[src/rtl/bpra_pkg.sv]
// Shared constants for the bitmap page run allocator.
// Status codes, action codes, register indexes and default sizes; no dependencies.
package bpra_pkg;

    localparam int MAP_PAGES_DEF = 1024;
    localparam int MAX_RUN_DEF   = 64;

    localparam int ADDR_W   = 32;
    localparam int PAGE_W   = 21;
    localparam int COUNT_W  = 11;
    localparam int LEN_W    = 7;
    localparam int STATUS_W = 2;
    localparam int PADDR_W  = 4;

    localparam logic ACT_ALLOC = 1'b0;
    localparam logic ACT_FREE  = 1'b1;

    localparam logic [STATUS_W-1:0] ST_OK      = 2'd0;
    localparam logic [STATUS_W-1:0] ST_NO_ROOM = 2'd1;
    localparam logic [STATUS_W-1:0] ST_OUTSIDE = 2'd2;

    localparam logic [1:0] REG_BASE  = 2'd0;
    localparam logic [1:0] REG_PAGE  = 2'd1;
    localparam logic [1:0] REG_COUNT = 2'd2;

endpackage

[src/rtl/bitmap_page_run_allocator.sv]
// Bitmap page run allocator: top level with control sequencer and register port.
// Depends on bpra_pkg and bpra_ram.
//
// The used-page bitmap sits in a one-bit-wide RAM of MAP_PAGES entries. After
// reset a clearing pass writes every entry, during which no item is taken.
// One item is worked at a time. An allocate scans one page per cycle from the
// search hint through the RAM read port, then marks the run one page at a time
// and forms the address with a multiply and an add. A free runs a bit-serial
// divider, one check step and then clears the run one page at a time. Results
// leave through an output register; while a result waits there the sequencer
// holds in S_OUT and takes no new item.
module bitmap_page_run_allocator #(
    parameter int MAP_PAGES = bpra_pkg::MAP_PAGES_DEF,
    parameter int MAX_RUN   = bpra_pkg::MAX_RUN_DEF
) (
    input  logic                            clk,
    input  logic                            rst_n,
    input  logic                            psel,
    input  logic                            penable,
    input  logic                            pwrite,
    input  logic [bpra_pkg::PADDR_W-1:0]    paddr,
    input  logic [31:0]                     pwdata,
    output logic [31:0]                     prdata,
    output logic                            pready,
    input  logic                            in_valid,
    output logic                            in_stall,
    input  logic                            action,
    input  logic [bpra_pkg::LEN_W-1:0]      run_length,
    input  logic [bpra_pkg::ADDR_W-1:0]     free_address,
    output logic                            out_valid,
    input  logic                            out_stall,
    output logic [bpra_pkg::ADDR_W-1:0]     granted_address,
    output logic [bpra_pkg::STATUS_W-1:0]   status
);
    import bpra_pkg::*;

    localparam int AW = $clog2(MAP_PAGES);
    localparam int IW = $clog2(MAP_PAGES + 1);
    localparam int PW = IW + PAGE_W;

    typedef enum logic [3:0] {
        S_CLEAR, S_IDLE, S_SCAN, S_MARK, S_MUL, S_ADD,
        S_DIV, S_CHECK, S_FREE, S_OUT
    } state_t;

    state_t                state_reg, state_next;
    logic [ADDR_W-1:0]     base_reg;
    logic [PAGE_W-1:0]     page_reg;
    logic [COUNT_W-1:0]    count_cfg_reg;
    logic [IW-1:0]         hint_reg, hint_next;
    logic [IW-1:0]         ptr_reg, ptr_next;
    logic                  chk_valid_reg, chk_valid_next;
    logic [IW-1:0]         chk_idx_reg, chk_idx_next;
    logic [LEN_W-1:0]      run_reg, run_next;
    logic [LEN_W-1:0]      len_reg, len_next;
    logic [LEN_W-1:0]      left_reg, left_next;
    logic [PW-1:0]         prod_reg, prod_next;
    logic [ADDR_W-1:0]     num_reg, num_next;
    logic [PAGE_W:0]       rem_reg, rem_next;
    logic [ADDR_W-1:0]     quo_reg, quo_next;
    logic [4:0]            div_cnt_reg, div_cnt_next;
    logic [ADDR_W-1:0]     res_addr_reg, res_addr_next;
    logic [STATUS_W-1:0]   res_status_reg, res_status_next;
    logic                  out_valid_reg;
    logic [ADDR_W-1:0]     out_addr_reg;
    logic [STATUS_W-1:0]   out_status_reg;

    logic                  mem_we;
    logic [AW-1:0]         mem_waddr;
    logic                  mem_wdata;
    logic [AW-1:0]         mem_raddr;
    logic                  mem_rdata;

    logic [31:0]           limit_w;
    logic [IW-1:0]         limit;
    logic [PAGE_W-1:0]     divisor;
    logic [PAGE_W:0]       rem_shift;
    logic                  cfg_write;
    logic                  out_free;

    // Effective page count and divisor
    assign limit_w = (32'(count_cfg_reg) > 32'(MAP_PAGES)) ? 32'(MAP_PAGES)
                                                           : 32'(count_cfg_reg);
    assign limit   = limit_w[IW-1:0];
    assign divisor = (page_reg == '0) ? PAGE_W'(1) : page_reg;

    assign rem_shift = {rem_reg[PAGE_W-1:0], num_reg[ADDR_W-1]};
    assign out_free  = !out_valid_reg || !out_stall;

    // Register port
    assign pready    = 1'b1;
    assign cfg_write = psel && penable && pwrite && pready;

    always_comb
    begin
        case (paddr[3:2])
            REG_BASE:  prdata = base_reg;
            REG_PAGE:  prdata = 32'(page_reg);
            REG_COUNT: prdata = 32'(count_cfg_reg);
            default:   prdata = '0;
        endcase
    end

    always_ff @(posedge clk or negedge rst_n)
    begin
        if (!rst_n)
        begin
            base_reg      <= '0;
            page_reg      <= PAGE_W'(4096);
            count_cfg_reg <= COUNT_W'(1024);
        end
        else if (cfg_write)
        begin
            case (paddr[3:2])
                REG_BASE:  base_reg      <= pwdata;
                REG_PAGE:  page_reg      <= pwdata[PAGE_W-1:0];
                REG_COUNT: count_cfg_reg <= pwdata[COUNT_W-1:0];
                default:   ;
            endcase
        end
    end

    // Bitmap storage
    bpra_ram #(
        .WIDTH(1),
        .DEPTH(MAP_PAGES)
    ) u_map (
        .clk   (clk),
        .we    (mem_we),
        .waddr (mem_waddr),
        .wdata (mem_wdata),
        .raddr (mem_raddr),
        .rdata (mem_rdata)
    );

    assign in_stall = (state_reg != S_IDLE);

    // Sequencer next state
    always_comb
    begin
        state_next      = state_reg;
        hint_next       = hint_reg;
        ptr_next        = ptr_reg;
        chk_valid_next  = 1'b0;
        chk_idx_next    = chk_idx_reg;
        run_next        = run_reg;
        len_next        = len_reg;
        left_next       = left_reg;
        prod_next       = prod_reg;
        num_next        = num_reg;
        rem_next        = rem_reg;
        quo_next        = quo_reg;
        div_cnt_next    = div_cnt_reg;
        res_addr_next   = res_addr_reg;
        res_status_next = res_status_reg;
        mem_we          = 1'b0;
        mem_waddr       = ptr_reg[AW-1:0];
        mem_wdata       = 1'b0;
        mem_raddr       = ptr_reg[AW-1:0];

        case (state_reg)
            S_CLEAR:
            begin
                mem_we = 1'b1;
                if (32'(ptr_reg) == 32'(MAP_PAGES - 1))
                begin
                    state_next = S_IDLE;
                end
                else
                begin
                    ptr_next = ptr_reg + 1'b1;
                end
            end
            S_IDLE:
            begin
                if (in_valid)
                begin
                    len_next        = run_length;
                    left_next       = run_length;
                    res_addr_next   = '0;
                    run_next        = '0;
                    ptr_next        = hint_reg;
                    if (action == ACT_ALLOC)
                    begin
                        res_status_next = ST_NO_ROOM;
                        if (run_length == '0 || 32'(run_length) > 32'(MAX_RUN))
                        begin
                            state_next = S_OUT;
                        end
                        else
                        begin
                            state_next = S_SCAN;
                        end
                    end
                    else
                    begin
                        res_status_next = ST_OK;
                        num_next        = free_address - base_reg;
                        rem_next        = '0;
                        quo_next        = '0;
                        div_cnt_next    = '0;
                        if (run_length == '0)
                        begin
                            state_next = S_OUT;
                        end
                        else if (32'(run_length) > 32'(MAX_RUN) || free_address < base_reg)
                        begin
                            res_status_next = ST_OUTSIDE;
                            state_next      = S_OUT;
                        end
                        else
                        begin
                            state_next = S_DIV;
                        end
                    end
                end
            end
            S_SCAN:
            begin
                // Issue the next read, then check the bit read last cycle
                if (ptr_reg < limit)
                begin
                    chk_valid_next = 1'b1;
                    chk_idx_next   = ptr_reg;
                    ptr_next       = ptr_reg + 1'b1;
                end
                if (chk_valid_reg)
                begin
                    if (mem_rdata)
                    begin
                        run_next = '0;
                    end
                    else if (run_reg + 1'b1 == len_reg)
                    begin
                        chk_valid_next = 1'b0;
                        ptr_next       = chk_idx_reg + 1'b1 - IW'(len_reg);
                        hint_next      = chk_idx_reg + 1'b1;
                        state_next     = S_MARK;
                    end
                    else
                    begin
                        run_next = run_reg + 1'b1;
                    end
                end
                else if (ptr_reg >= limit)
                begin
                    state_next = S_OUT;
                end
            end
            S_MARK:
            begin
                mem_we    = 1'b1;
                mem_wdata = 1'b1;
                if (left_reg == LEN_W'(1))
                begin
                    ptr_next   = ptr_reg + 1'b1 - IW'(len_reg);
                    state_next = S_MUL;
                end
                else
                begin
                    ptr_next  = ptr_reg + 1'b1;
                    left_next = left_reg - 1'b1;
                end
            end
            S_MUL:
            begin
                prod_next  = PW'(ptr_reg) * PW'(divisor);
                state_next = S_ADD;
            end
            S_ADD:
            begin
                res_addr_next   = base_reg + 32'(prod_reg);
                res_status_next = ST_OK;
                state_next      = S_OUT;
            end
            S_DIV:
            begin
                // One quotient bit per cycle
                num_next = {num_reg[ADDR_W-2:0], 1'b0};
                if (rem_shift >= {1'b0, divisor})
                begin
                    rem_next = rem_shift - {1'b0, divisor};
                    quo_next = {quo_reg[ADDR_W-2:0], 1'b1};
                end
                else
                begin
                    rem_next = rem_shift;
                    quo_next = {quo_reg[ADDR_W-2:0], 1'b0};
                end
                div_cnt_next = div_cnt_reg + 1'b1;
                if (div_cnt_reg == 5'd31)
                begin
                    state_next = S_CHECK;
                end
            end
            S_CHECK:
            begin
                if (quo_reg >= limit_w || 32'(len_reg) > limit_w - quo_reg)
                begin
                    res_status_next = ST_OUTSIDE;
                    state_next      = S_OUT;
                end
                else
                begin
                    ptr_next   = quo_reg[IW-1:0];
                    if (quo_reg[IW-1:0] < hint_reg)
                    begin
                        hint_next = quo_reg[IW-1:0];
                    end
                    state_next = S_FREE;
                end
            end
            S_FREE:
            begin
                mem_we = 1'b1;
                ptr_next = ptr_reg + 1'b1;
                if (left_reg == LEN_W'(1))
                begin
                    state_next = S_OUT;
                end
                else
                begin
                    left_next = left_reg - 1'b1;
                end
            end
            S_OUT:
            begin
                if (out_free)
                begin
                    state_next = S_IDLE;
                end
            end
            default:
            begin
                state_next = S_IDLE;
            end
        endcase
    end

    // Hold state, control and output register
    always_ff @(posedge clk or negedge rst_n)
    begin
        if (!rst_n)
        begin
            state_reg      <= S_CLEAR;
            hint_reg       <= '0;
            ptr_reg        <= '0;
            chk_valid_reg  <= 1'b0;
            out_valid_reg  <= 1'b0;
            out_addr_reg   <= '0;
            out_status_reg <= '0;
        end
        else
        begin
            state_reg     <= state_next;
            hint_reg      <= hint_next;
            ptr_reg       <= ptr_next;
            chk_valid_reg <= chk_valid_next;
            if (state_reg == S_OUT && out_free)
            begin
                out_valid_reg  <= 1'b1;
                out_addr_reg   <= res_addr_reg;
                out_status_reg <= res_status_reg;
            end
            else if (!out_stall)
            begin
                out_valid_reg <= 1'b0;
            end
        end
    end

    // Payload registers
    always_ff @(posedge clk)
    begin
        chk_idx_reg    <= chk_idx_next;
        run_reg        <= run_next;
        len_reg        <= len_next;
        left_reg       <= left_next;
        prod_reg       <= prod_next;
        num_reg        <= num_next;
        rem_reg        <= rem_next;
        quo_reg        <= quo_next;
        div_cnt_reg    <= div_cnt_next;
        res_addr_reg   <= res_addr_next;
        res_status_reg <= res_status_next;
    end

    assign out_valid       = out_valid_reg;
    assign granted_address = out_addr_reg;
    assign status          = out_status_reg;

    // Checks
    a_fail_zero_addr: assert property (@(posedge clk) disable iff (!rst_n)
        out_valid && status != ST_OK |-> granted_address == '0)
        else $error("failed result carries an address");

    a_status_code: assert property (@(posedge clk) disable iff (!rst_n)
        out_valid |-> (status == ST_OK || status == ST_NO_ROOM || status == ST_OUTSIDE))
        else $error("unknown status code");

    a_write_state: assert property (@(posedge clk) disable iff (!rst_n)
        mem_we |-> (state_reg == S_CLEAR || state_reg == S_MARK || state_reg == S_FREE))
        else $error("bitmap written outside a write state");

    a_scan_range: assert property (@(posedge clk) disable iff (!rst_n)
        state_reg == S_SCAN && chk_valid_reg |-> chk_idx_reg < limit)
        else $error("scan checked a page past the range");

endmodule

[src/rtl/bpra_ram.sv]
// Generic simple dual-port RAM with one write port and a registered read port.
// No dependencies.
module bpra_ram #(
    parameter int WIDTH = 1,
    parameter int DEPTH = 1024
) (
    input  logic                     clk,
    input  logic                     we,
    input  logic [$clog2(DEPTH)-1:0] waddr,
    input  logic [WIDTH-1:0]         wdata,
    input  logic [$clog2(DEPTH)-1:0] raddr,
    output logic [WIDTH-1:0]         rdata
);

    logic [WIDTH-1:0] mem [DEPTH];

    // Write and registered read
    always_ff @(posedge clk)
    begin
        if (we)
        begin
            mem[waddr] <= wdata;
        end
        rdata <= mem[raddr];
    end

endmodule

[config.mk]
export PLATFORM = sky130hd
export DESIGN_NAME = bitmap_page_run_allocator
export DESIGN_NICKNAME = d
export VERILOG_FILES = /design/src/rtl/bpra_pkg.sv /design/src/rtl/bitmap_page_run_allocator.sv /design/src/rtl/bpra_ram.sv
export SDC_FILE = /design/constraint.sdc
export NUM_CORES = 2
export LEC_CHECK = 0
export BUFFER_PORTS_ARGS = -buffer_cell sky130_fd_sc_hd__buf_2
export CORE_AREA = 4 4 279 487
export CTS_BUF_LIST = sky130_fd_sc_hd__clkbuf_4 sky130_fd_sc_hd__clkbuf_8
export DETAILED_ROUTE_END_ITERATION = 12
export DIE_AREA = 0 0 283 491
export HOLD_SLACK_MARGIN = 0.15
export PLACE_DENSITY_LB_ADDON = 0.2
export SYNTH_ARGS = -nofsm -noshare
export SYNTH_HDL_FRONTEND = slang
export SYNTH_HIERARCHICAL = 1
export SYNTH_SLANG_ARGS = --single-unit
[constraint.sdc]
create_clock -name clk -period 17.7 [get_ports clk]
set_input_delay 1.77 -clock clk [delete_from_list [all_inputs] [get_ports clk]]
set_output_delay 1.77 -clock clk [all_outputs]
set_load 0.1 [all_outputs]
==> metrics.txt <==
Die X 283 um; Core Footprint between 100,000 and 150,000 um2; layout cell share with drive strength beyond 1 0.1428; Total GRT Usage 0.2919; vias in the first global route 50,130; CP top delay family adder cells; hold path depth 1; Critical Path RT 18,350 ps; worst reg2reg setup slack 9970 ps; Yosys top cell area share 0.5047; slowest cell on the critical path dfrtp_2; PD cells 191.9 nW/um2; # IOs 152; Setup Crit Path Kind reg -> reg; Wirelength per Cell 25.83 um; max reg flops 1,024; Mean Syn Cell Area 11.88 um2; Leak roughly 27 nW; Mapped Area 72,110 um2; Final min period 7730 ps; fillers 10,740; Worst slew margin 0.08091; Max Cap Viol 0; hold-fix buffer count after cts 0; Total Wirelength 204,800 um; Worst R2R Start ptr_reg[2]$_DFFE_PN0P_; Seq/Total Area, Yosys 0.5487; # port buffers 148; row cnt 177; Final #Nets 6,547; clock share of power 0.166; clock skew 46.82 ps; R2R depth 22; total congestion overflow 0; fin util 0.5889; count of state elements after synthesis 1,339; antenna violations before repair 2; GP Congestion 0.9292; Sw Share 0.4370; library cells used by synthesis 104; Mapped Nets 6,545; Mapped Cells between 6,000 and 7,000; design area between 70,000 and 80,000 um2; Reg with most FFs u_map/mem; number of CTS-inserted buffers 191; DR vias 49,340; Residual DRC 0; die area 139,000 um2; Routed Antenna Nets 0; Max Fclk 129.4 MHz; Max Slew Vio Count 0; RSZ-0062 raised after global routing no; CTS Buffer Depth 3; Synth area leaders edfxtp_1 50%, nor2_1 6.7%, mux4_2 6.2%; # clock sinks 1,339; Placed Instance Area 74,010 um2; Worst Hold Class reg -> reg; crit path capture type flip-flop; outcome completed; Worst Hold Endpoint granted_address[4]$_DFFE_PN0P_; Seq pwr share 0.300; critical path, cell by cell buf_4 > buf_4 > nand2_1 > fa_1 > inv_1 > fa_1 > ha_1 > inv_1 > fa_1 > fa_1 > inv_1 > ha_1 > o21a_1 > o31a_1 > o21ai_0 > o21bai_1 > a221oi_1 > nand4b_1 > a31oi_1 > a211oi_1 > a21oi_1 > xnor2_1; Worst-Margin Slew 1379 ps; number of synthesized flops with an enable pin roughly 1,200; critical path arrival between 8000 and 9000 ps; worst hold start res_addr_reg[4]$_SDFFCE_PN0P_; post-CTS repair timing setup buffer count 0; slowest stage delay, CP approximately 770 ps; VDD IR-drop max 0.3357 mV; CTS root buf clkbuf_8; first-pass GRT wire length between 300,000 and 400,000 um; Area Growth Syn to Fin 7.974%; P_int between 8 and 9 mW; ys flop type edfxtp_1; Die H 491 um; Ys Warns 6; maximum number of pins on one net before global-route repair 302; via/cell ratio between 6 and 7; switching pwr around 6.5 mW; worst-skew pair later-pin latency 930 ps; Worst setup SP type flip-flop; count leader, synth nor2_1; Pre-antenna DRT Iters 6; HPWL after detailed placement between 100,000 and 150,000 um; crit-path max FO 27; CTS tree yes; Initial Utilization 0.5454; setup_tns 0 ps; Crit path buffers/inverters 5; Commonest cells post-synth 1,282 x nor2_1, 1,212 x edfxtp_1, 417 x nand2_1, 342 x inv_1, 290 x clkbuf_1; Cells after DPL 7,581; Final Hold Viols 0; crit-path most repeated cell fa_1; H-tree levels 4; Logic pwr share 0.533; final non-filler cell total 7,931; FF-to-FF End prod_reg[31]$_DFFE_PP_; ys async rst share 0.09410; Initial DRC Count 5,138; # resized after CTS 0; ratio of final minimum period to clock period 0.4367; Synth area leader edfxtp_1; Clk pin slew, worst setup/hold paths around 60 ps; Final setup viols 0
==> layer usage <==
layer / vias to the layer above / share of wire / GRT usage
met5: - / 0 / 0
met4: 0 / 0.076 / 0.1910
met1: 24880 / 0.34 / 0.3232
met2: 2121 / 0.52 / 0.5201
li1: 21710 / - / -
met3: 629 / 0.066 / 0.04654
==> cell usage in the layout (no fill, tap or decap), drive strengths merged, types with 12 or more instances in the layout <==
| cell | n |
|---|---|
| and3 | 43 |
| or3 | 16 |
| a21oi | 189 |
| nand2 | 417 |
| a31oi | 24 |
| nor2b | 40 |
| mux4 | 214 |
| and2 | 80 |
| clkbuf | 260 |
| clkinv | 66 |
| xnor2 | 87 |
| mux2i | 162 |
| o21ai | 180 |
| a211oi | 34 |
| o21a | 24 |
| a221oi | 14 |
| edfxtp | 1212 |
| o31a | 12 |
| nor3b | 15 |
| nand3 | 93 |
| nor3 | 112 |
| nand2b | 29 |
| inv | 354 |
| nor2 | 1283 |
| o221ai | 61 |
| nand4 | 34 |
| o21bai | 12 |
| a22oi | 21 |
| o22ai | 41 |
| a21o | 34 |
| mux2 | 51 |
| fa | 176 |
| xor2 | 58 |
| o31ai | 13 |
| nor4 | 24 |
| buf | 236 |
| o211ai | 22 |
| ha | 214 |
| dfrtp | 124 |
==> stage by stage <==
stage                     setup slack (ps)  hold slack [ps]  total power, mW
final                                 9970            473.4            14.94
after CTS                             9991            467.2            15.00
after global placement               10050            458.3            12.31
after detailed placement              9981            464.3            12.48
after global routing                  9506            482.8            16.03
after floorplan                       3564            448.7            10.72
==> cell families (layout without fill, tap and decap cells) <==
group	count (synthesis)	count (layout)	synth area share
and+or+nand+nor	2223	2223	0.1318
DFF	1339	1339	0.5487
buffers and inverters	773	927	0.04596
AOI/OAI and AO/OA	769	769	0.07036
muxes	427	427	0.09807
adders and majority gates	391	391	0.08613
xor gates and xnor gates	149	149	0.01886
other	1	6	0.00005200
==> layout make-up <==
cell class	count	area, um2	share of cell area
Timing Repair Buffer	236	1445	0.01856
Multi-Input combinational cell	3960	29540	0.3794
Antenna cell	5	12.51	0.0001607
Tap cell	1700	2127	0.02732
Inverter	346	1306	0.01678
Clock buffer	260	3184	0.04090
Sequential cell	1339	39590	0.5084
Clock inverter	85	656.9	0.008436
==> worst register-to-register path: stages (launching register included) <==
cell and delay [ps]:
dfrtp_2 770, buf_4 500, buf_4 500, nand2_1 140, fa_1 500, inv_1 60, fa_1 450, ha_1 290
inv_1 50, fa_1 510, fa_1 550, inv_1 40, ha_1 350, o21a_1 140, o31a_1 130, o21ai_0 690
o21bai_1 310, a221oi_1 550, nand4b_1 220, a31oi_1 110, a211oi_1 330, a21oi_1 140, xnor2_1 160
==> power by group through the flow <==
| stage | Clock (mW) | Sequential [mW] | Combinational [mW] |
|---|---|---|---|
| after global placement | 0 | 4.54 | 7.77 |
| after detailed placement | 0 | 4.55 | 7.94 |
| after CTS | 2.53 | 4.48 | 7.99 |
| final | 2.49 | 4.49 | 7.97 |
| after global routing | 2.67 | 4.51 | 8.84 |
| after floorplan | 0 | 4.94 | 5.78 |
==> worst max-delay path by stage <==
stage,start,end,slack (ps),cells after the start
after floorplan,state_reg[3]$_DFFE_PN0P_,u_map/mem[0]$_DFFE_PP_,3560,3
after global placement,ptr_reg[2]$_DFFE_PN0P_,prod_reg[31]$_DFFE_PP_,10050,21
after detailed placement,page_reg[8]$_DFFE_PN0P_,prod_reg[31]$_DFFE_PP_,9980,22
after CTS,page_reg[8]$_DFFE_PN0P_,prod_reg[31]$_DFFE_PP_,9990,22
after global routing,page_reg[8]$_DFFE_PN0P_,prod_reg[31]$_DFFE_PP_,9510,22
final,ptr_reg[2]$_DFFE_PN0P_,prod_reg[31]$_DFFE_PP_,9970,22
(Power assumes the default switching activity.)
